`config.mk`:
```
export PLATFORM = sky130hd
export DESIGN_NAME = presence_sensor_fusion_core
export DESIGN_NICKNAME = d
export VERILOG_FILES = /design/src/psf_pkg.sv /design/src/psf_eval.sv /design/src/psf_timer.sv /design/src/presence_sensor_fusion_core.sv
export VERILOG_INCLUDE_DIRS = /design/src /design/src/src
export SDC_FILE = /design/constraint.sdc
export NUM_CORES = 1
export LEC_CHECK = 0
export BUFFER_PORTS_ARGS = -buffer_cell sky130_fd_sc_hd__buf_2
export CAP_MARGIN = 20
export CORE_AREA = 3 3 132 134
export DETAILED_ROUTE_END_ITERATION = 6
export DIE_AREA = 0 0 135 137
export PLACE_DENSITY_LB_ADDON = 0.2
export SETUP_SLACK_MARGIN = 0.15
export SLEW_MARGIN = 40
export SYNTH_ARGS = -nofsm -noshare
export SYNTH_HDL_FRONTEND = slang
export SYNTH_SLANG_ARGS = --single-unit
export TNS_END_PERCENT = 1
```
`constraint.sdc`:
```
create_clock -name clk -period 6.4 [get_ports clk]
set_input_delay 0.96 -clock clk [delete_from_list [all_inputs] [get_ports clk]]
set_output_delay 0.96 -clock clk [all_outputs]
set_load 0.02 [all_outputs]
```
`src/assert_macros.svh`:
```
// ----------------------------------------------------------------------------
// assert_macros.svh
// concurrent assertion helpers shared by the presence fusion rtl
// ----------------------------------------------------------------------------
`ifndef ASSERT_MACROS_SVH
`define ASSERT_MACROS_SVH

`ifndef ASSERT_OFF

// property must hold at every clock edge outside reset
`define ASSERT_PROP(lbl, clk, rst_n, prop, msg) \
	lbl: assert property (@(posedge clk) disable iff (!(rst_n)) (prop)) \
		else $error(msg);

// expression must never be true at a clock edge outside reset
`define ASSERT_NEVER(lbl, clk, rst_n, expr, msg) \
	lbl: assert property (@(posedge clk) disable iff (!(rst_n)) !(expr)) \
		else $error(msg);

`else

`define ASSERT_PROP(lbl, clk, rst_n, prop, msg)

`define ASSERT_NEVER(lbl, clk, rst_n, expr, msg)

`endif

`endif

```
`src/psf_pkg.sv`:
```
// ----------------------------------------------------------------------------
// psf_pkg
// shared types and constants of the presence sensor fusion core
// ----------------------------------------------------------------------------
package psf_pkg;

	// number of sensor slots the core may examine
	localparam int MAX_SENSORS = 4;

	// field widths of one request and one result
	localparam int STATES_W = 8;
	localparam int ENABLE_W = 4;
	localparam int TIME_W   = 32;
	localparam int FUSED_W  = 2;

	// one lane per enable bit, lanes beyond the clamp stay idle
	localparam int NUM_LANES  = ENABLE_W;

	// stream data widths, padded to whole bytes
	localparam int IN_DATA_W  = ((STATES_W + ENABLE_W + TIME_W + 7) / 8) * 8;
	localparam int OUT_DATA_W = ((FUSED_W + 7) / 8) * 8;

	// configuration port
	localparam int CFG_IDX_W  = 2;
	localparam int CFG_DATA_W = 32;
	localparam int POLICY_W   = 2;
	localparam int SLOTS_W    = 3;
	localparam logic [SLOTS_W-1:0] SLOTS_RESET = 3'd2;

	typedef enum logic [CFG_IDX_W-1:0] {
		REG_FAULT_POLICY   = 2'd0,
		REG_EMPTY_DELAY    = 2'd1,
		REG_SENSORS_IN_USE = 2'd2
	} cfg_reg_t;

	typedef enum logic [POLICY_W-1:0] {
		FP_HOLD      = 2'd0,
		FP_OCCUPIED  = 2'd1,
		FP_IGNORE    = 2'd2,
		FP_HOLD_ALT  = 2'd3
	} fault_policy_t;

	typedef enum logic [1:0] {
		SC_ABSENT     = 2'd0,
		SC_PRESENT    = 2'd1,
		SC_UNKNOWN    = 2'd2,
		SC_ABSENT_ALT = 2'd3
	} sensor_code_t;

	typedef enum logic [FUSED_W-1:0] {
		FUSED_ABSENT  = 2'd0,
		FUSED_PRESENT = 2'd1,
		FUSED_UNKNOWN = 2'd2
	} fused_state_t;

	// live configuration seen by the datapath
	typedef struct packed {
		logic [POLICY_W-1:0] fault_policy;
		logic [TIME_W-1:0]   empty_delay;
		logic [SLOTS_W-1:0]  sensors_in_use;
	} cfg_t;

	// reduction of all lanes for one sample
	typedef struct packed {
		logic any_considered;
		logic present_hit;
		logic hold_hit;
	} summary_t;

endpackage

```
`src/psf_eval.sv`:
```
// ----------------------------------------------------------------------------
// psf_eval
// per-lane classification of one sample and or-reduction across lanes
// ----------------------------------------------------------------------------
module psf_eval #(
	parameter int MAX_SENSORS = psf_pkg::MAX_SENSORS
) (
	input  logic [psf_pkg::STATES_W-1:0] sensor_states,
	input  logic [psf_pkg::ENABLE_W-1:0] enable_mask,
	input  psf_pkg::cfg_t                cfg,
	output psf_pkg::summary_t            summary
);
	import psf_pkg::*;

	// lanes past the input fields read as disabled
	localparam int SLOT_CAP = (MAX_SENSORS < NUM_LANES) ? MAX_SENSORS : NUM_LANES;

	logic [SLOTS_W-1:0] slots;

	// clamp the slot count to what the core supports
	assign slots = (cfg.sensors_in_use > SLOTS_W'(SLOT_CAP)) ?
		SLOTS_W'(SLOT_CAP) : cfg.sensors_in_use;

	always_comb begin
		logic       used;
		logic [1:0] st;
		summary = '0;
		for (int i = 0; i < NUM_LANES; i++) begin
			used = (SLOTS_W'(i) < slots) && enable_mask[i];
			st   = sensor_states[2*i +: 2];
			if (used) begin
				case (st)
					SC_PRESENT: begin
						summary.present_hit    = 1'b1;
						summary.any_considered = 1'b1;
					end
					SC_UNKNOWN: begin
						case (cfg.fault_policy)
							FP_OCCUPIED: begin
								summary.present_hit    = 1'b1;
								summary.any_considered = 1'b1;
							end
							FP_IGNORE: begin
							end
							default: begin
								summary.hold_hit       = 1'b1;
								summary.any_considered = 1'b1;
							end
						endcase
					end
					default: begin
						summary.any_considered = 1'b1;
					end
				endcase
			end
		end
	end

endmodule

```
`src/psf_timer.sv`:
```
// ----------------------------------------------------------------------------
// psf_timer
// empty countdown state and the fused decision for one sample
// ----------------------------------------------------------------------------
`include "assert_macros.svh"

module psf_timer (
	input  logic                        clk,
	input  logic                        arst_n,
	input  logic                        fire,
	input  psf_pkg::summary_t           summary,
	input  logic [psf_pkg::TIME_W-1:0]  now_ms,
	input  logic [psf_pkg::TIME_W-1:0]  empty_delay,
	output psf_pkg::fused_state_t       fused_state
);
	import psf_pkg::*;

	logic              countdown_active_q;
	logic [TIME_W-1:0] absent_since_q;
	logic              quiet_all;
	logic [TIME_W-1:0] base;
	logic [TIME_W-1:0] elapsed;
	logic              active_next;

	assign quiet_all = summary.any_considered && !summary.present_hit &&
		!summary.hold_hit;

	// a fresh countdown starts at now, so elapsed is zero on its first sample
	assign base    = countdown_active_q ? absent_since_q : now_ms;
	assign elapsed = now_ms - base;

	always_comb begin
		active_next = 1'b0;
		fused_state = FUSED_PRESENT;
		if (!summary.any_considered) begin
			fused_state = FUSED_UNKNOWN;
		end else if (quiet_all) begin
			active_next = 1'b1;
			fused_state = (elapsed >= empty_delay) ? FUSED_ABSENT : FUSED_PRESENT;
		end
	end

	always_ff @(posedge clk or negedge arst_n) begin
		if (!arst_n) begin
			countdown_active_q <= 1'b0;
			absent_since_q     <= '0;
		end else if (fire) begin
			countdown_active_q <= active_next;
			if (quiet_all && !countdown_active_q) begin
				absent_since_q <= now_ms;
			end
		end
	end

	`ASSERT_PROP(a_start_stamp, clk, arst_n,
		$rose(countdown_active_q) |-> ($past(fire) && absent_since_q == $past(now_ms)),
		"countdown started without stamping the sample time")

	`ASSERT_PROP(a_absent_keeps_countdown, clk, arst_n,
		(fire && fused_state == FUSED_ABSENT) |=> countdown_active_q,
		"absent decision left no running countdown")

	`ASSERT_NEVER(a_unknown_with_present, clk, arst_n,
		fire && fused_state == FUSED_UNKNOWN && summary.present_hit,
		"unknown result while a sensor reports present")

endmodule

```
`src/presence_sensor_fusion_core.sv`:
```
// ----------------------------------------------------------------------------
// presence_sensor_fusion_core
// or-rule fusion of occupancy sensors with a delayed empty decision
// ----------------------------------------------------------------------------
// path: an accepted request passes the input register, then the result
//   register, on its way to the output stream
// throughput: one request per cycle while the output side keeps up; the lane
//   reduction and one 32-bit subtract-compare sit between the input and result registers
// reset: clears both valid flags, the empty countdown and the configuration
//   (fault policy 0, empty delay 0, two slots in use)
// ----------------------------------------------------------------------------
`include "assert_macros.svh"

module presence_sensor_fusion_core #(
	parameter int MAX_SENSORS = psf_pkg::MAX_SENSORS
) (
	input  logic                            clk,
	input  logic                            arst_n,
	// request stream
	input  logic                            s_axis_tvalid,
	output logic                            s_axis_tready,
	// [7:0] sensor_states, [11:8] enable_mask, [43:12] now_ms, rest zero
	input  logic [psf_pkg::IN_DATA_W-1:0]   s_axis_tdata,
	// result stream
	output logic                            m_axis_tvalid,
	input  logic                            m_axis_tready,
	// [1:0] fused_state, rest zero
	output logic [psf_pkg::OUT_DATA_W-1:0]  m_axis_tdata,
	// configuration writes
	input  logic                            cfg_valid,
	output logic                            cfg_ready,
	input  logic [psf_pkg::CFG_IDX_W-1:0]   cfg_index,
	input  logic [psf_pkg::CFG_DATA_W-1:0]  cfg_data
);
	import psf_pkg::*;

	// configuration registers
	logic [POLICY_W-1:0] fault_policy_q;
	logic [TIME_W-1:0]   empty_delay_q;
	logic [SLOTS_W-1:0]  sensors_in_use_q;
	cfg_t                cfg;

	// input register
	logic                valid_s1;
	logic [STATES_W-1:0] states_s1;
	logic [ENABLE_W-1:0] enables_s1;
	logic [TIME_W-1:0]   now_s1;

	// result register
	logic                valid_s2;
	logic [FUSED_W-1:0]  fused_s2;

	// handshake
	logic          in_fire;
	logic          out_free;
	logic          adv_s1;
	summary_t      summary;
	fused_state_t  fused_state;

	// ---------------------------------------------------------------------
	// configuration port, always ready; unknown indexes are dropped
	// ---------------------------------------------------------------------
	assign cfg_ready = 1'b1;

	always_ff @(posedge clk or negedge arst_n) begin
		if (!arst_n) begin
			fault_policy_q   <= FP_HOLD;
			empty_delay_q    <= '0;
			sensors_in_use_q <= SLOTS_RESET;
		end else if (cfg_valid && cfg_ready) begin
			case (cfg_index)
				REG_FAULT_POLICY:   fault_policy_q   <= cfg_data[POLICY_W-1:0];
				REG_EMPTY_DELAY:    empty_delay_q    <= cfg_data[TIME_W-1:0];
				REG_SENSORS_IN_USE: sensors_in_use_q <= cfg_data[SLOTS_W-1:0];
				default: begin
				end
			endcase
		end
	end

	assign cfg.fault_policy   = fault_policy_q;
	assign cfg.empty_delay    = empty_delay_q;
	assign cfg.sensors_in_use = sensors_in_use_q;

	// ---------------------------------------------------------------------
	// pipeline control: the result register frees up when empty or taken,
	// so a new request enters every cycle the output side keeps up
	// ---------------------------------------------------------------------
	assign out_free      = !valid_s2 || m_axis_tready;
	assign adv_s1        = valid_s1 && out_free;
	assign s_axis_tready = !valid_s1 || out_free;
	assign in_fire       = s_axis_tvalid && s_axis_tready;

	// input register
	always_ff @(posedge clk or negedge arst_n) begin
		if (!arst_n) begin
			valid_s1 <= 1'b0;
		end else if (s_axis_tready) begin
			valid_s1 <= s_axis_tvalid;
		end
	end

	always_ff @(posedge clk) begin
		if (in_fire) begin
			states_s1  <= s_axis_tdata[STATES_W-1:0];
			enables_s1 <= s_axis_tdata[STATES_W +: ENABLE_W];
			now_s1     <= s_axis_tdata[STATES_W+ENABLE_W +: TIME_W];
		end
	end

	// ---------------------------------------------------------------------
	// evaluation: lane reduction, then countdown and decision; the
	// countdown state moves only when the sample leaves stage one
	// ---------------------------------------------------------------------
	psf_eval #(
		.MAX_SENSORS (MAX_SENSORS)
	) u_eval (
		.sensor_states (states_s1),
		.enable_mask   (enables_s1),
		.cfg           (cfg),
		.summary       (summary)
	);

	psf_timer u_timer (
		.clk         (clk),
		.arst_n      (arst_n),
		.fire        (adv_s1),
		.summary     (summary),
		.now_ms      (now_s1),
		.empty_delay (cfg.empty_delay),
		.fused_state (fused_state)
	);

	// result register
	always_ff @(posedge clk or negedge arst_n) begin
		if (!arst_n) begin
			valid_s2 <= 1'b0;
		end else if (out_free) begin
			valid_s2 <= valid_s1;
		end
	end

	always_ff @(posedge clk) begin
		if (adv_s1) begin
			fused_s2 <= fused_state;
		end
	end

	assign m_axis_tvalid = valid_s2;
	assign m_axis_tdata  = {{(OUT_DATA_W-FUSED_W){1'b0}}, fused_s2};

	// ---------------------------------------------------------------------
	// checks
	// ---------------------------------------------------------------------
	`ASSERT_PROP(a_adv_fills_s2, clk, arst_n,
		adv_s1 |=> valid_s2,
		"sample left stage one but no result was registered")

	`ASSERT_PROP(a_full_blocks_input, clk, arst_n,
		(valid_s1 && valid_s2 && !m_axis_tready) |-> !s_axis_tready,
		"input accepted while both stages are full and stalled")

	`ASSERT_NEVER(a_no_bad_code, clk, arst_n,
		valid_s2 && fused_s2 == 2'd3,
		"result register holds an undefined occupancy code")

endmodule

```
== Word level (Yosys, flattened, before mapping) ==
Index checks and enable logic that the tools add are counted.
Word-level totals
  flip-flop bits (word level): 118
  bits of input ports: 87
  output and inout bits: 11
  word-level logic and storage cells: 86
Operators by class
  add/subtract/negate cells: 1
  order comparisons: 6
  equal/unequal tests: 12
  mux-type cells: 34
  reductions and logical operators: 22
Operators by type and width (count)
  >= comparator 32 bit: 1
  2-to-1 mux 32 bit: 1
  subtractor 32 bit: 1
  2-to-1 mux 1 bit: 23
  2-to-1 mux 3 bit: 5
  equality test 2 x 1 -> 1 bit (second input constant): 6
  equality test 2 bit (second input constant): 6
  logical AND 1 bit: 9
  one-hot mux 1 bit (2 select lines): 4
  AND reduction 2 bit: 4
  < comparator 1 x 3 -> 1 bit (first input constant): 2
  < comparator 2 x 3 -> 1 bit (first input constant): 2
  zero test 1 bit: 5
  greater-than comparator 3 bit (second input constant): 1
  zero test 2 bit: 1
  logical OR 1 bit: 2
  2-to-1 mux 2 bit: 1
  OR reduction 2 bit: 1

== Longest topological paths before layout ==
Gate-level depths: netlist of run 1.
  depth after elaboration: 19
  mapped depth: 23
  mapped depth without buffers: 21

== Modules after synthesis ==
From an unflattened synthesis of run 1, not the netlist that was laid out.
Unflattened totals
  cell total of the unflattened synthesis: 702
  area total of the unflattened synthesis: 7744.9 µm²
Modules (own cells, without submodules)
  psf_timer: times used 1, cells an instance 494, area an instance 4246.6 µm², seq. area each 825.8 µm²
  presence_sensor_fusion_core: times used 1, cells an instance 143, area an instance 3055.4 µm², seq. area each 2358.5 µm²
  psf_eval: times used 1, cells an instance 65, area an instance 442.9 µm², seq. area each 0.0 µm²

== Worst setup path after synthesis of run 1 ==
OpenSTA, ideal clock, no wires.
  path type: flip-flop to flip-flop
  from: reg u_timer.countdown_active_q
  to: reg fused_s2[0], data pin
  library setup time: 0.152 ns
  data arrival time: 4.490 ns
  required time: 6.248 ns
  setup slack: 1.758 ns
  stages on the path, launching flop included: 21
  path buffers: 3
  period minus slack after synthesis: 4.642 ns
  cell sequence: dfrtp_1 -> clkbuf_1 -> clkbuf_1 -> mux2i_1 -> ha_1 -> clkbuf_1 -> and4_1 -> a211o_1 -> o221ai_1 -> o21ai_0 -> or4_1 -> o22ai_1 -> or4b_2 -> nand3_1 -> ha_1 -> a21o_1 -> a21o_1 -> a21oi_1 -> o21ai_0 -> a2111o_1 -> a31oi_1
On the way
  cells in the longest elaborated chain, start to end: 5
RTL lines
  start: declaration: line psf_timer.sv:18  | logic countdown_active_q;
  start signal: assignment: line psf_timer.sv:48  | countdown_active_q <= active_next;
  2-to-1 mux 32 bit: line psf_timer.sv:29  | assign base = countdown_active_q ? absent_since_q : now_ms;
  subtractor 32 bit: line psf_timer.sv:30  | assign elapsed = now_ms - base;
  >= comparator 32 bit: line psf_timer.sv:39  | fused_state = (elapsed >= empty_delay) ? FUSED_ABSENT : FUSED_PRESENT;
  2-to-1 mux 1 bit: line psf_timer.sv:39
  2-to-1 mux 2 bit: line psf_timer.sv:37  | end else if (quiet_all) begin
  end signal: assignment: line presence_sensor_fusion_core.sv:145  | fused_s2 <= fused_state;
  end: declaration: line presence_sensor_fusion_core.sv:51  | logic [FUSED_W-1:0] fused_s2;
Every way passes these cells.
A chain may end at the register's enable or synchronous reset.

== Worst setup path after layout of run 1 ==
Same ends and word-level chain as after synthesis.

==> results.py, run 1 <==
metrics = {
    "cts": {
        "post_cts_resized": 0,
        "worst_setup_hold_path_clk_slew_ps": 50,
        "cts-buffers-inserted": 17,
        "postCtsHoldBufs": 0,
        "htree_num_levels": 4,
        "tritoncts_clock_tree": "built",
        "clkSinkCount": 118,
        "cts_root_buffer": "clkbuf_16",
        "clock_insertion_delay_worst_skew_ps": 410,
        "post_cts.repair.setup_buffers": 0,
        "cts_buffer_depth": 2,
    },
    "cells_and_area": {
        "final.fill_count": 1465,
        "num_antenna_cells": 0,
        "postLayoutCellArea_sq_mm": 0.00849,
        "layout_common_cells": "buf_2, ha_1, dfrtp_1",
        "fraction_of_layout_instances_using_a_drive_strength_above_1_pct": 25.7,
        "mostFrequentLayoutCell": "buf_2",
        "post_layout_nets": 900,
        "area_growth_syn_to_layout_pct": 16.8,
    },
    "yosys": {
        "asyncSetResetFlopFracSynth_pct": 61.0,
        "avgSynthCellArea_sq_um": 11.2,
        "synth-seq-cells": 118,
        "synth_edf_count": 46,
        "ys.warnings.count": 0,
        "post_synth_instance_area_sq_mm": 0.00727,
        "synth-main-ff-cell": "dfrtp_1",
        "yosys.cell_types.count": 62,
        "ys_seq_area_share_pct": 43.8,
        "synthCells": 647,
    },
    "floorplan": {
        "count_of_standard_cell_rows": 47,
        "initial_core_utilization_pct": 44.3,
        "die_width_um": 135,
        "design.die.area_sq_mm": 0.0185,
        "chipHeight_um": 137,
        "core_sq_mm": 0.0164,
        "io_pins": 98,
    },
    "sta": {
        "slew_headroom_pct": 52.5,
        "fin_setup_tns_ps": 0,
        "final_min_period_over_clock_period_pct": 83.3,
        "achievable-frequency_mhz": 188,
        "clock_skew_ps": 5.51,
        "number_of_hold_slack_violations_in_the_final_timing_report": 0,
        "worst-slew-pin-transition_ps": 712,
        "final.min_clock_period_ps": 5330,
        "final-max-slew-violation-count": 0,
        "setup_viol_count_final": 0,
        "rsz0062_at_grt": "no",
    },
    "global_routing": {
        "grt_pass1_vias": 5323,
        "global_route_wire_length_before_repair_mm": 24.7,
        "grt_max_degree": 73,
        "initial_antenna_violation_count": 0,
        "globalRouteTotalUtil_pct": 16.9,
        "grt_overflow": 0,
    },
    "placed_design": {
        "portBuffers": 86,
        "detailed_place.area_sq_mm": 0.00790,
        "place_congestion": 0.885,
        "post-dp-hpwl_mm": 10.8,
    },
    "critical_path": {
        "arrival_worst_endpoint_ps": 5590,
        "worstPathBufferInverterCount": 2,
        "r2r.worst_path.cells": 21,
        "r2r-end": "fused_s2[0]",
        "critPathRequiredTime_ps": 6650,
        "timing.critical_path.slowest_cell_delay_ps": 760,
        "crit_fanout": 21,
        "cp_cell_sequence": "buf_4 > nand2_1 > o21ai_0 > ha_1 > inv_1 > fa_1 > a211oi_1 > o21a_1 > a21oi_1 > o221ai_1 > nor3_1 > o22ai_1 > or4b_2 > nand3_1 > ha_1 > a21o_1 > a21o_1 > a21oi_1 > o21ai_0 > a2111o_1 > a31oi_1",
        "cp_top_family": "compound AO/OA/AOI/OAI gates",
        "critPathCaptureType": "flip-flop",
        "path_type_of_the_worst_setup_path": "flip-flop to flip-flop",
        "worst_setup_path_start_kind": "flip-flop",
        "crit_slowest_cell": "dfrtp_2",
        "r2r_slack_ps": 1070,
        "r2r_start": "u_timer.countdown_active_q",
    },
    "min_path": {
        "hold_start": "u_timer.absent_since_q[8]",
        "whs_endpoint": "u_timer.absent_since_q[8]",
        "hold_depth": 1,
        "worstHoldPathType": "flip-flop to flip-flop",
    },
    "power": {
        "power.leakage_nw": 3.95,
        "powerDensity_mw_per_mm2": 492,
        "worst_ir_drop_vdd_mv": 0.242,
    },
    "routing": {
        "detail_route.wl_per_cell_um": 15.3,
        "route.antenna.remaining_nets": 0,
        "avgViaCountPerCell": 5.30,
        "drt-initial-drc-count": 250,
        "remaining_drc_errors": 0,
        "via_count": 5149,
        "drt_pass1_iterations": 7,
        "routed_wirelength_mm": 14.9,
    },
    "outcome": {
        "status": "completed",
    },
    "run": {
        "timing.max_cap.violations": 0,
    },
}
-- worst reg2reg max path: stages, from the launching register on --
cell,delay (ps)
dfrtp_2,760
buf_4,400
nand2_1,80
o21ai_0,80
ha_1,190
inv_1,60
fa_1,430
a211oi_1,250
o21a_1,230
a21oi_1,130
o221ai_1,320
nor3_1,140
o22ai_1,380
or4b_2,200
nand3_1,80
ha_1,190
a21o_1,160
a21o_1,170
a21oi_1,130
o21ai_0,160
a2111o_1,440
a31oi_1,190
-- layout make-up --
cell class / instances / area [sq um] / area share (%)
Inverter: 57 / 214 / 2.52
Multi-Input combinational cell: 455 / 3760 / 44.3
Clock inverter: 10 / 128 / 1.50
Timing Repair Buffer: 90 / 464 / 5.47
Clock buffer: 22 / 464 / 5.47
Tap cell: 220 / 275 / 3.24
Sequential cell: 118 / 3190 / 37.5
-- registers in the layout (all words and copies together), names as in the netlist --
signal,flops
enables_s1,4
u_timer.countdown_active_q,1
valid_s1,1
u_timer.absent_since_q,32
empty_delay_q,32
fused_s2,2
fault_policy_q,2
states_s1,8
sensors_in_use_q,3
now_s1,32
m_axis_tvalid,1
-- report_power, final --
| part | internal (W) | switching [W] | leakage, nW |
|---|---|---|---|
| clock network | 0.000627 | 0.000326 | 0.287 |
| registers | 0.000972 | 0.000127 | 1.29 |
| logic | 0.000993 | 0.00113 | 2.37 |
-- cells by family after synthesis --
family | Yosys count | share of synthesized area, %
compound gates | 137 | 12.5
xor+xnor | 26 | 3.13
fa+ha+maj | 74 | 12.8
buf+inv | 79 | 4.75
flops | 118 | 43.8
mux | 98 | 14.7
other cells | 2 | 0.103
simple gates | 113 | 8.18
-- Yosys cell counts, types with 3 or more instances --
cell type  instances  share of area (%)
a2111oi_0          3               0.36
a211oi_1           7               0.72
a21o_1            27                2.8
a21oi_1           36                2.5
a31oi_1            4               0.34
buf_4              7               0.72
buf_6              3               0.46
clkbuf_1          11               0.57
dfrtp_1           71                 24
edfxtp_1          46                 19
ha_1              73                 13
inv_1             57                2.9
mux2_2            67                 10
mux2i_1           30                4.1
nand2_1           29                1.5
nand2b_1           8               0.69
nand3_1            6               0.41
nand3b_1           3               0.31
nand4_1           12                1.0
nor2_1            23                1.2
nor2b_1            4               0.34
nor3_1            11               0.76
nor3b_1            3               0.31
o211ai_1           6               0.62
o21a_1             8               0.83
o21ai_0           21                1.4
o22ai_1            3               0.26
xnor2_1           13                1.6
xor2_1            13                1.6
-- per-stage QoR --
stage	hold WS, ps	util (%)	total power (W)	worst slack, ps	std cells
final	497	51.7	0.00417	1070	972
after global placement	472	48.1	0.00312	1170	940
after global routing	518	51.7	0.00454	622	972
after floorplan	457	-	0.00273	1760	652
after detailed placement	485	48.1	0.00322	1130	940
after CTS	498	51.7	0.00422	1060	972
-- per-layer routing --
metal	share of wire, %	vias up	global-route usage [%]
li1	-	2536	-
met1	43	2474	19.8
met2	50	115	29.6
met3	5.1	24	4.52
met4	1.9	0	6.44
met5	0	-	0
-- how the worst max path moves through the flow --
stage / startpoint / endpoint / slack (ps) / cells after the start
final: u_timer.countdown_active_q / fused_s2[0] / 1070 / 21
after global routing: u_timer.countdown_active_q / fused_s2[0] / 620 / 21
after CTS: u_timer.countdown_active_q / fused_s2[0] / 1060 / 21
after detailed placement: u_timer.countdown_active_q / fused_s2[0] / 1130 / 21
after global placement: u_timer.countdown_active_q / fused_s2[0] / 1170 / 21
after floorplan: u_timer.countdown_active_q / fused_s2[0] / 1760 / 20
No activity file was read; power rests on OpenSTA's default activity.
==> run 2, diff against run 1 <==
--- a/config.mk
+++ b/config.mk
@@ -6,6 +6,7 @@
 export SDC_FILE = /design/constraint.sdc
 export NUM_CORES = 1
 export LEC_CHECK = 0
+export ABC_AREA = 1
 export BUFFER_PORTS_ARGS = -buffer_cell sky130_fd_sc_hd__buf_2
 export CAP_MARGIN = 20
 export CORE_AREA = 3 3 132 134
==> constraint.sdc (replaced) <==
create_clock -name clk -period 4.8 [get_ports clk]
set_input_delay 0.72 -clock clk [delete_from_list [all_inputs] [get_ports clk]]
set_output_delay 0.72 -clock clk [all_outputs]
set_load 0.02 [all_outputs]
==> run 2 against run 1 <==
  * Synthesized cell count is 25% higher
  * Cell count is 17% higher
  * Synthesized area stayed put
  * First-iteration DRC count is 13% higher
  * Sequential share of layout area hardly changed
  * Sequential cell count stayed put
  * Global-route usage is 0.82 points higher
  * Non-clock buffer count is 5 higher
  * Critical path depth is 1 higher
  * Combinational power is 4% higher
  * Clock power is 29% higher
  * Sequential power is 25% higher
  * Critical endpoint unchanged
  * Largest cell class unchanged
==> results.py, run 2 <==
metrics = {
    "outcome": {
        "status": "completed",
    },
    "cts": {
        "cts_root_buffer": "clkbuf_16",
        "post_cts.repair.setup_buffers": 0,
        "post_cts_resized": 0,
        "tritoncts_clock_tree": "built",
        "clkSinkCount": 118,
        "cts_buffer_depth": 2,
        "worst_setup_hold_path_clk_slew_ps": 60,
        "postCtsHoldBufs": 0,
        "htree_num_levels": 4,
        "clock_insertion_delay_worst_skew_ps": 420,
        "cts-buffers-inserted": 17,
    },
    "placed_design": {
        "detailed_place.area_sq_mm": 0.00791,
        "place_congestion": 0.900,
        "post-dp-hpwl_mm": 11.7,
        "portBuffers": 86,
    },
    "routing": {
        "via_count": 5702,
        "detail_route.wl_per_cell_um": 13.8,
        "wirelength_met1_mm": 8.15,
        "remaining_drc_errors": 0,
        "routed_wirelength_mm": 15.7,
        "routed-wl-met2_mm": 6.39,
        "dr_wl_met3_um": 802,
        "drt-initial-drc-count": 282,
        "avgViaCountPerCell": 5.03,
        "route.antenna.remaining_nets": 0,
        "route.top_layer_used": "met4",
        "drt_pass1_iterations": 5,
    },
    "yosys": {
        "asyncSetResetFlopFracSynth_pct": 61.0,
        "post-synth-top-count-cell": "nand2_1",
        "synthCells": 811,
        "area_fraction_of_the_dominant_cell_type_after_synthesis_pct": 24.4,
        "largest_area_contributor_in_the_netlist": "dfrtp_1",
        "synth_edf_count": 46,
        "synth-seq-cells": 118,
        "ys.warnings.count": 0,
        "yosys.cell_types.count": 39,
        "synth_top_cells_by_count": "nand2_1, a21oi_1, inv_1",
        "yosys-top-cells-area": "dfrtp_1, edfxtp_1, ha_1, nand2_1, a21oi_1",
        "post_synth_instance_area_sq_mm": 0.00727,
        "avgSynthCellArea_sq_um": 8.96,
        "ys_seq_area_share_pct": 43.8,
        "synth-main-ff-cell": "dfrtp_1",
    },
    "critical_path": {
        "path_type_of_the_worst_setup_path": "flip-flop to flip-flop",
        "r2r-end": "fused_s2[0]",
        "r2r_slack_ps": 650,
        "r2r_start": "u_timer.countdown_active_q",
        "crit_end": "fused_s2[0]",
        "critPathCaptureType": "flip-flop",
        "r2r.worst_path.cells": 22,
        "crit_fanout": 9,
        "arrival_worst_endpoint_ps": 4340,
        "startpoint": "u_timer.countdown_active_q",
        "critPathRequiredTime_ps": 4990,
        "worst_setup_path_start_kind": "flip-flop",
    },
    "power": {
        "combPwrFrac_pct": 45.8,
        "power.leakage_nw": 4.09,
        "p_total_w": 0.00482,
        "total_switching_power_w": 0.00189,
        "worst_ir_drop_vdd_mv": 0.243,
        "internal-power_w": 0.00293,
        "power.switching_fraction_pct": 39.2,
        "powerDensity_mw_per_mm2": 569,
        "power.share.sequential_pct": 28.7,
        "clock_power_share_pct": 25.4,
    },
    "cells_and_area": {
        "largest_registers": "empty_delay_q (32), now_s1 (32), u_timer.absent_since_q (32)",
        "num_antenna_cells": 0,
        "mostFrequentLayoutCell": "nand2_1",
        "final.fill_count": 1551,
        "layout_common_cells": "nand2_1, a21oi_1, buf_2",
        "area_growth_syn_to_layout_pct": 16.6,
        "fraction_of_layout_instances_using_a_drive_strength_above_1_pct": 14.9,
        "postLayoutCellArea_sq_mm": 0.00848,
        "post_layout_nets": 1062,
        "finish.utilization_pct": 51.7,
    },
    "floorplan": {
        "count_of_standard_cell_rows": 47,
        "die_width_um": 135,
        "chipHeight_um": 137,
        "core_sq_mm": 0.0164,
        "initial_core_utilization_pct": 44.3,
        "io_pins": 98,
        "design.die.area_sq_mm": 0.0185,
    },
    "min_path": {
        "worstHoldPathType": "primary input to asynchronous set/reset pin",
    },
    "global_routing": {
        "global_route_wire_length_before_repair_mm": 26.2,
        "initial_antenna_violation_count": 0,
        "grt_overflow": 0,
        "grt_max_degree": 65,
        "globalRouteTotalUtil_pct": 17.7,
        "grt_pass1_vias": 5366,
    },
    "sta": {
        "achievable-frequency_mhz": 241,
        "final_min_period_over_clock_period_pct": 86.4,
        "number_of_hold_slack_violations_in_the_final_timing_report": 0,
        "clock_skew_ps": 8.63,
        "rsz0062_at_grt": "no",
        "fin_setup_tns_ps": 0,
        "final-max-slew-violation-count": 0,
        "slew_headroom_pct": 56.8,
        "worst-slew-pin-transition_ps": 641,
        "setup_viol_count_final": 0,
        "final.min_clock_period_ps": 4150,
    },
    "run": {
        "timing.max_cap.violations": 0,
    },
}
==> run 2: cell count changes after synthesis, sizes merged, moves of 22 or more <==
cell and change:
a21oi +61, inv +22, nand2 +127, a21o -27
mux2 -68, nand4 +26, nor2 +40
==> run 2: metal layers <==
layer  track usage [%]  up-vias
met2              24.9      125
met1              26.7     2593
li1                  -     2962
met5                 0        -
met4              6.61        0
met3              3.60       22
==> run 2: final cells by class <==
cell class | instances | area (sq um) | area share (%)
multi-input cells | 589 | 3640 | 43.0
flip-flops and latches | 118 | 3180 | 37.6
repair buffers | 95 | 508 | 5.99
clock buffers | 22 | 464 | 5.48
inverters | 80 | 300 | 3.54
well taps | 220 | 275 | 3.25
clock inverters | 10 | 104 | 1.23
==> run 2: per-stage QoR <==
step | hold WS, ps | instances | worst slack [ps]
after floorplan | 424 | 816 | 864
after global placement | 463 | 1100 | 640
after detailed placement | 466 | 1102 | 604
after CTS | 399 | 1134 | 598
after global routing | 274 | 1134 | 214
final | 241 | 1134 | 651
==> run 2: worst min-delay path by stage <==
stage	from	endpoint	cells past startpoint
3_5_place_dp	u_timer.absent_since_q[17]	u_timer.absent_since_q[17]	2
4_1_cts	arst_n	empty_delay_q[29]	1
6_report	arst_n	empty_delay_q[29]	1
3_3_place_gp	u_timer.absent_since_q[28]	u_timer.absent_since_q[28]	2
2_1_floorplan	arst_n	empty_delay_q[0]	0
5_1_grt	arst_n	empty_delay_q[29]	1
==> run 2: logic make-up after synthesis <==
logic type | synth area share (%)
AND/OR/NAND/NOR | 17.6
AO/OA/AOI/OAI | 11.5
flip-flops | 43.8
buffers and inverters | 6.46
adder cells (fa/ha/maj) | 12.8
multiplexers | 4.13
XOR/XNOR | 3.50
other | 0.103
==> run 2: worst max-delay path, stage by stage (launching register included) <==
cell     delay, ps
dfrtp_1        350
buf_4          200
mux2i_1        330
ha_1           210
a21oi_1         70
nand2_1        110
a21oi_1        130
o21ai_0        540
nand3_1        150
nand3_1        180
a31oi_1        110
xnor2_1        160
ha_1           320
nand2_1         50
inv_1           60
nand3_1         90
nor3_1         220
and3_1         240
nand4_1         90
nand3_1        160
nand2_1         70
nand2_1         50
inv_1           40
==> run 2: power by group through the flow <==
stage	clock network, W	logic, W	registers (W)
finish	0.00123	0.00221	0.00138
global route	0.00130	0.00255	0.00141
CTS	0.00125	0.00223	0.00138
detailed placement	0	0.00221	0.00140
global placement	0	0.00215	0.00139
floorplan	0	0.00173	0.00137
==> run 3, diff against run 2 <==
--- a/config.mk
+++ b/config.mk
@@ -9,13 +9,14 @@
 export ABC_AREA = 1
 export BUFFER_PORTS_ARGS = -buffer_cell sky130_fd_sc_hd__buf_2
 export CAP_MARGIN = 20
-export CORE_AREA = 3 3 132 134
+export CORE_AREA = 3 3 138 140
 export DETAILED_ROUTE_END_ITERATION = 6
-export DIE_AREA = 0 0 135 137
+export DIE_AREA = 0 0 141 143
 export PLACE_DENSITY_LB_ADDON = 0.2
 export SETUP_SLACK_MARGIN = 0.15
 export SLEW_MARGIN = 40
 export SYNTH_ARGS = -nofsm -noshare
 export SYNTH_HDL_FRONTEND = slang
+export SYNTH_HIERARCHICAL = 1
 export SYNTH_SLANG_ARGS = --single-unit
 export TNS_END_PERCENT = 1
==> run 3 against run 2 <==
  * Non-clock buffer count down 6
  * Clock skew up 6.5 ps
  * Largest cell class unchanged
  * Largest power group unchanged
  * Highest routed layer unchanged
  * Synthesized cell count increased by 28%
  * Register-to-register slack improved by 270 ps
  * Power up 13%
==> results.py, run 3 <==
metrics = {
    "outcome": {
        "status": "completed",
    },
    "cells_and_area": {
        "layout_common_cells": "nand2_1, inv_1, buf_2",
        "num_antenna_cells": 0,
        "postLayoutCellArea_sq_mm": 0.00919,
        "mostFrequentLayoutCell": "nand2_1",
        "post_layout_nets": 1278,
        "area_growth_syn_to_layout_pct": 15.4,
        "fraction_of_layout_instances_using_a_drive_strength_above_1_pct": 14.6,
        "largest_registers": "empty_delay_q (32), now_s1 (32), u_timer/absent_since_q (32)",
    },
    "cts": {
        "clock_insertion_delay_worst_skew_ps": 420,
        "postCtsHoldBufs": 0,
        "clkSinkCount": 118,
        "tritoncts_clock_tree": "built",
        "worst_setup_hold_path_clk_slew_ps": 60,
        "cts_root_buffer": "clkbuf_16",
        "cts-buffers-inserted": 17,
        "cts_buffer_depth": 2,
        "post_cts_resized": 0,
        "htree_num_levels": 4,
        "post_cts.repair.setup_buffers": 0,
    },
    "power": {
        "worst_ir_drop_vdd_mv": 0.325,
        "p_total_w": 0.00545,
        "powerDensity_mw_per_mm2": 593,
        "power.leakage_nw": 4.80,
    },
    "sta": {
        "rsz0062_at_grt": "no",
        "setup_viol_count_final": 0,
        "slew_headroom_pct": 52.1,
        "achievable-frequency_mhz": 258,
        "fin_setup_tns_ps": 0,
        "number_of_hold_slack_violations_in_the_final_timing_report": 0,
        "clock_skew_ps": 15.1,
        "worst-slew-pin-transition_ps": 719,
        "final_min_period_over_clock_period_pct": 80.7,
        "final.min_clock_period_ps": 3880,
        "final-max-slew-violation-count": 0,
        "postLayoutSetupSlackWorst_ps": 924,
    },
    "routing": {
        "drt_pass1_iterations": 5,
        "routed_wirelength_mm": 18.2,
        "remaining_drc_errors": 0,
        "avgViaCountPerCell": 4.93,
        "drt-initial-drc-count": 342,
        "route.antenna.remaining_nets": 0,
        "via_count": 6692,
        "detail_route.wl_per_cell_um": 13.4,
    },
    "global_routing": {
        "groute.layer.met2.usage_pct": 29.9,
        "global_route_wire_length_before_repair_mm": 30.6,
        "globalRouteTotalUtil_pct": 19.0,
        "grt_overflow": 0,
        "grt_max_degree": 64,
        "grt_pass1_vias": 6437,
        "grt_use_met3_pct": 3.48,
        "global_route.peak_usage_layer": "met2",
        "grt_util_met1_pct": 26.8,
        "initial_antenna_violation_count": 0,
    },
    "yosys": {
        "synth-seq-cells": 118,
        "yosys-top-cells-area": "dfrtp_1, edfxtp_1, nand2_1, ha_1, inv_1",
        "asyncSetResetFlopFracSynth_pct": 61.0,
        "synthCells": 1036,
        "synth_top_cells_by_count": "nand2_1, inv_1, o21ai_0",
        "ys.warnings.count": 6,
        "synth-main-ff-cell": "dfrtp_1",
        "area_fraction_of_the_dominant_cell_type_after_synthesis_pct": 22.3,
        "largest_area_contributor_in_the_netlist": "dfrtp_1",
        "ys_seq_area_share_pct": 40.0,
        "synth_edf_count": 46,
        "yosys.cell_types.count": 41,
        "post-synth-top-count-cell": "nand2_1",
        "post_synth_instance_area_sq_mm": 0.00797,
        "avgSynthCellArea_sq_um": 7.69,
    },
    "floorplan": {
        "die_width_um": 141,
        "core_sq_mm": 0.0180,
        "design.die.area_sq_mm": 0.0202,
        "initial_core_utilization_pct": 44.4,
        "io_pins": 98,
        "chipHeight_um": 143,
        "count_of_standard_cell_rows": 49,
    },
    "placed_design": {
        "portBuffers": 86,
        "post-dp-hpwl_mm": 13.6,
        "pre_cts_setup_slack_ps": 912,
        "place_congestion": 0.903,
        "detailed_place.area_sq_mm": 0.00856,
    },
    "critical_path": {
        "path_type_of_the_worst_setup_path": "flip-flop to flip-flop",
        "arrival_worst_endpoint_ps": 4040,
        "r2r-end": "fused_s2[0]",
        "critPathCaptureType": "flip-flop",
        "worst_setup_path_start_kind": "flip-flop",
        "critPathRequiredTime_ps": 4960,
        "crit_fanout": 36,
        "r2r_slack_ps": 920,
        "startpoint": "u_timer/countdown_active_q",
        "r2r_start": "u_timer/countdown_active_q",
        "r2r.worst_path.cells": 24,
    },
    "min_path": {
        "worstHoldPathType": "primary input to asynchronous set/reset pin",
    },
    "run": {
        "timing.max_cap.violations": 0,
    },
}
-- run 3: metal layers --
layer / routed length [um] / part of all wire, % / vias to the layer above
met4: 211 / 1.2 / 0
met2: 7970 / 44 / 163
met3: 745 / 4.1 / 16
met5: 0 / 0 / -
met1: 9220 / 51 / 2998
li1: - / - / 3515
-- run 3: layout make-up --
class                   instances  area, sq um
flip-flops and latches        118         3180
well taps                     229          287
clock buffers                  23          520
clock inverters                 9          109
inverters                     154          581
fillers                      1782         8770
multi-input cells             736         4040
repair buffers                 89          468
-- run 3: power by group --
group	switching [W]	internal (W)	leakage, nW
sequential	0.000121	0.00127	1.34
clock	0.000462	0.000869	0.307
combinational	0.00170	0.00102	3.15
total	0.00228	0.00316	4.80
-- run 3: kinds of logic (layout without fill, tap and decap cells) --
family | count (synthesis) | count (layout) | synth area share [%]
multiplexers | 1 | 1 | 0.141
adder cells (fa/ha/maj) | 75 | 75 | 11.9
AO/OA/AOI/OAI | 155 | 155 | 10.5
other | 2 | 7 | 0.0943
flip-flops | 118 | 118 | 40.0
AND/OR/NAND/NOR | 481 | 481 | 26.1
buffers and inverters | 187 | 275 | 9.53
XOR/XNOR | 17 | 17 | 1.87
-- run 3: worst max-delay path, stage by stage (launching register included) --
cell and delay, ps:
dfrtp_1 430, inv_2 370, buf_12 250, o21ai_0 160
fa_1 450, nand2_1 90, nand2_1 90, nand3_1 90
nand2_2 90, nand3_1 90, nand2_1 120, nand2_1 130
nand2_1 60, nand2_1 60, nand2_1 50, ha_1 260
nand2_1 60, nor2_1 140, nand2_1 100, nor3_1 210
nand2_1 80, inv_1 50, nand2_1 50, nand2_1 60
a21oi_1 60
-- run 3: how the worst max path moves through the flow --
stage | endpoint | slack, ps
after floorplan | fused_s2[0] | 1710
after global placement | fused_s2[0] | 980
after detailed placement | fused_s2[0] | 910
after CTS | fused_s2[0] | 920
after global routing | fused_s2[0] | 450
final | fused_s2[0] | 920
-- run 3: per-stage QoR --
stage          cells  hold slack (ps)  utilization [%]
2_1_floorplan   1041              424                -
3_3_place_gp    1326              453             47.6
3_5_place_dp    1326              459             47.7
4_1_cts         1358              325             51.2
5_1_grt         1358              345             51.2
6_report        1358              321             51.2
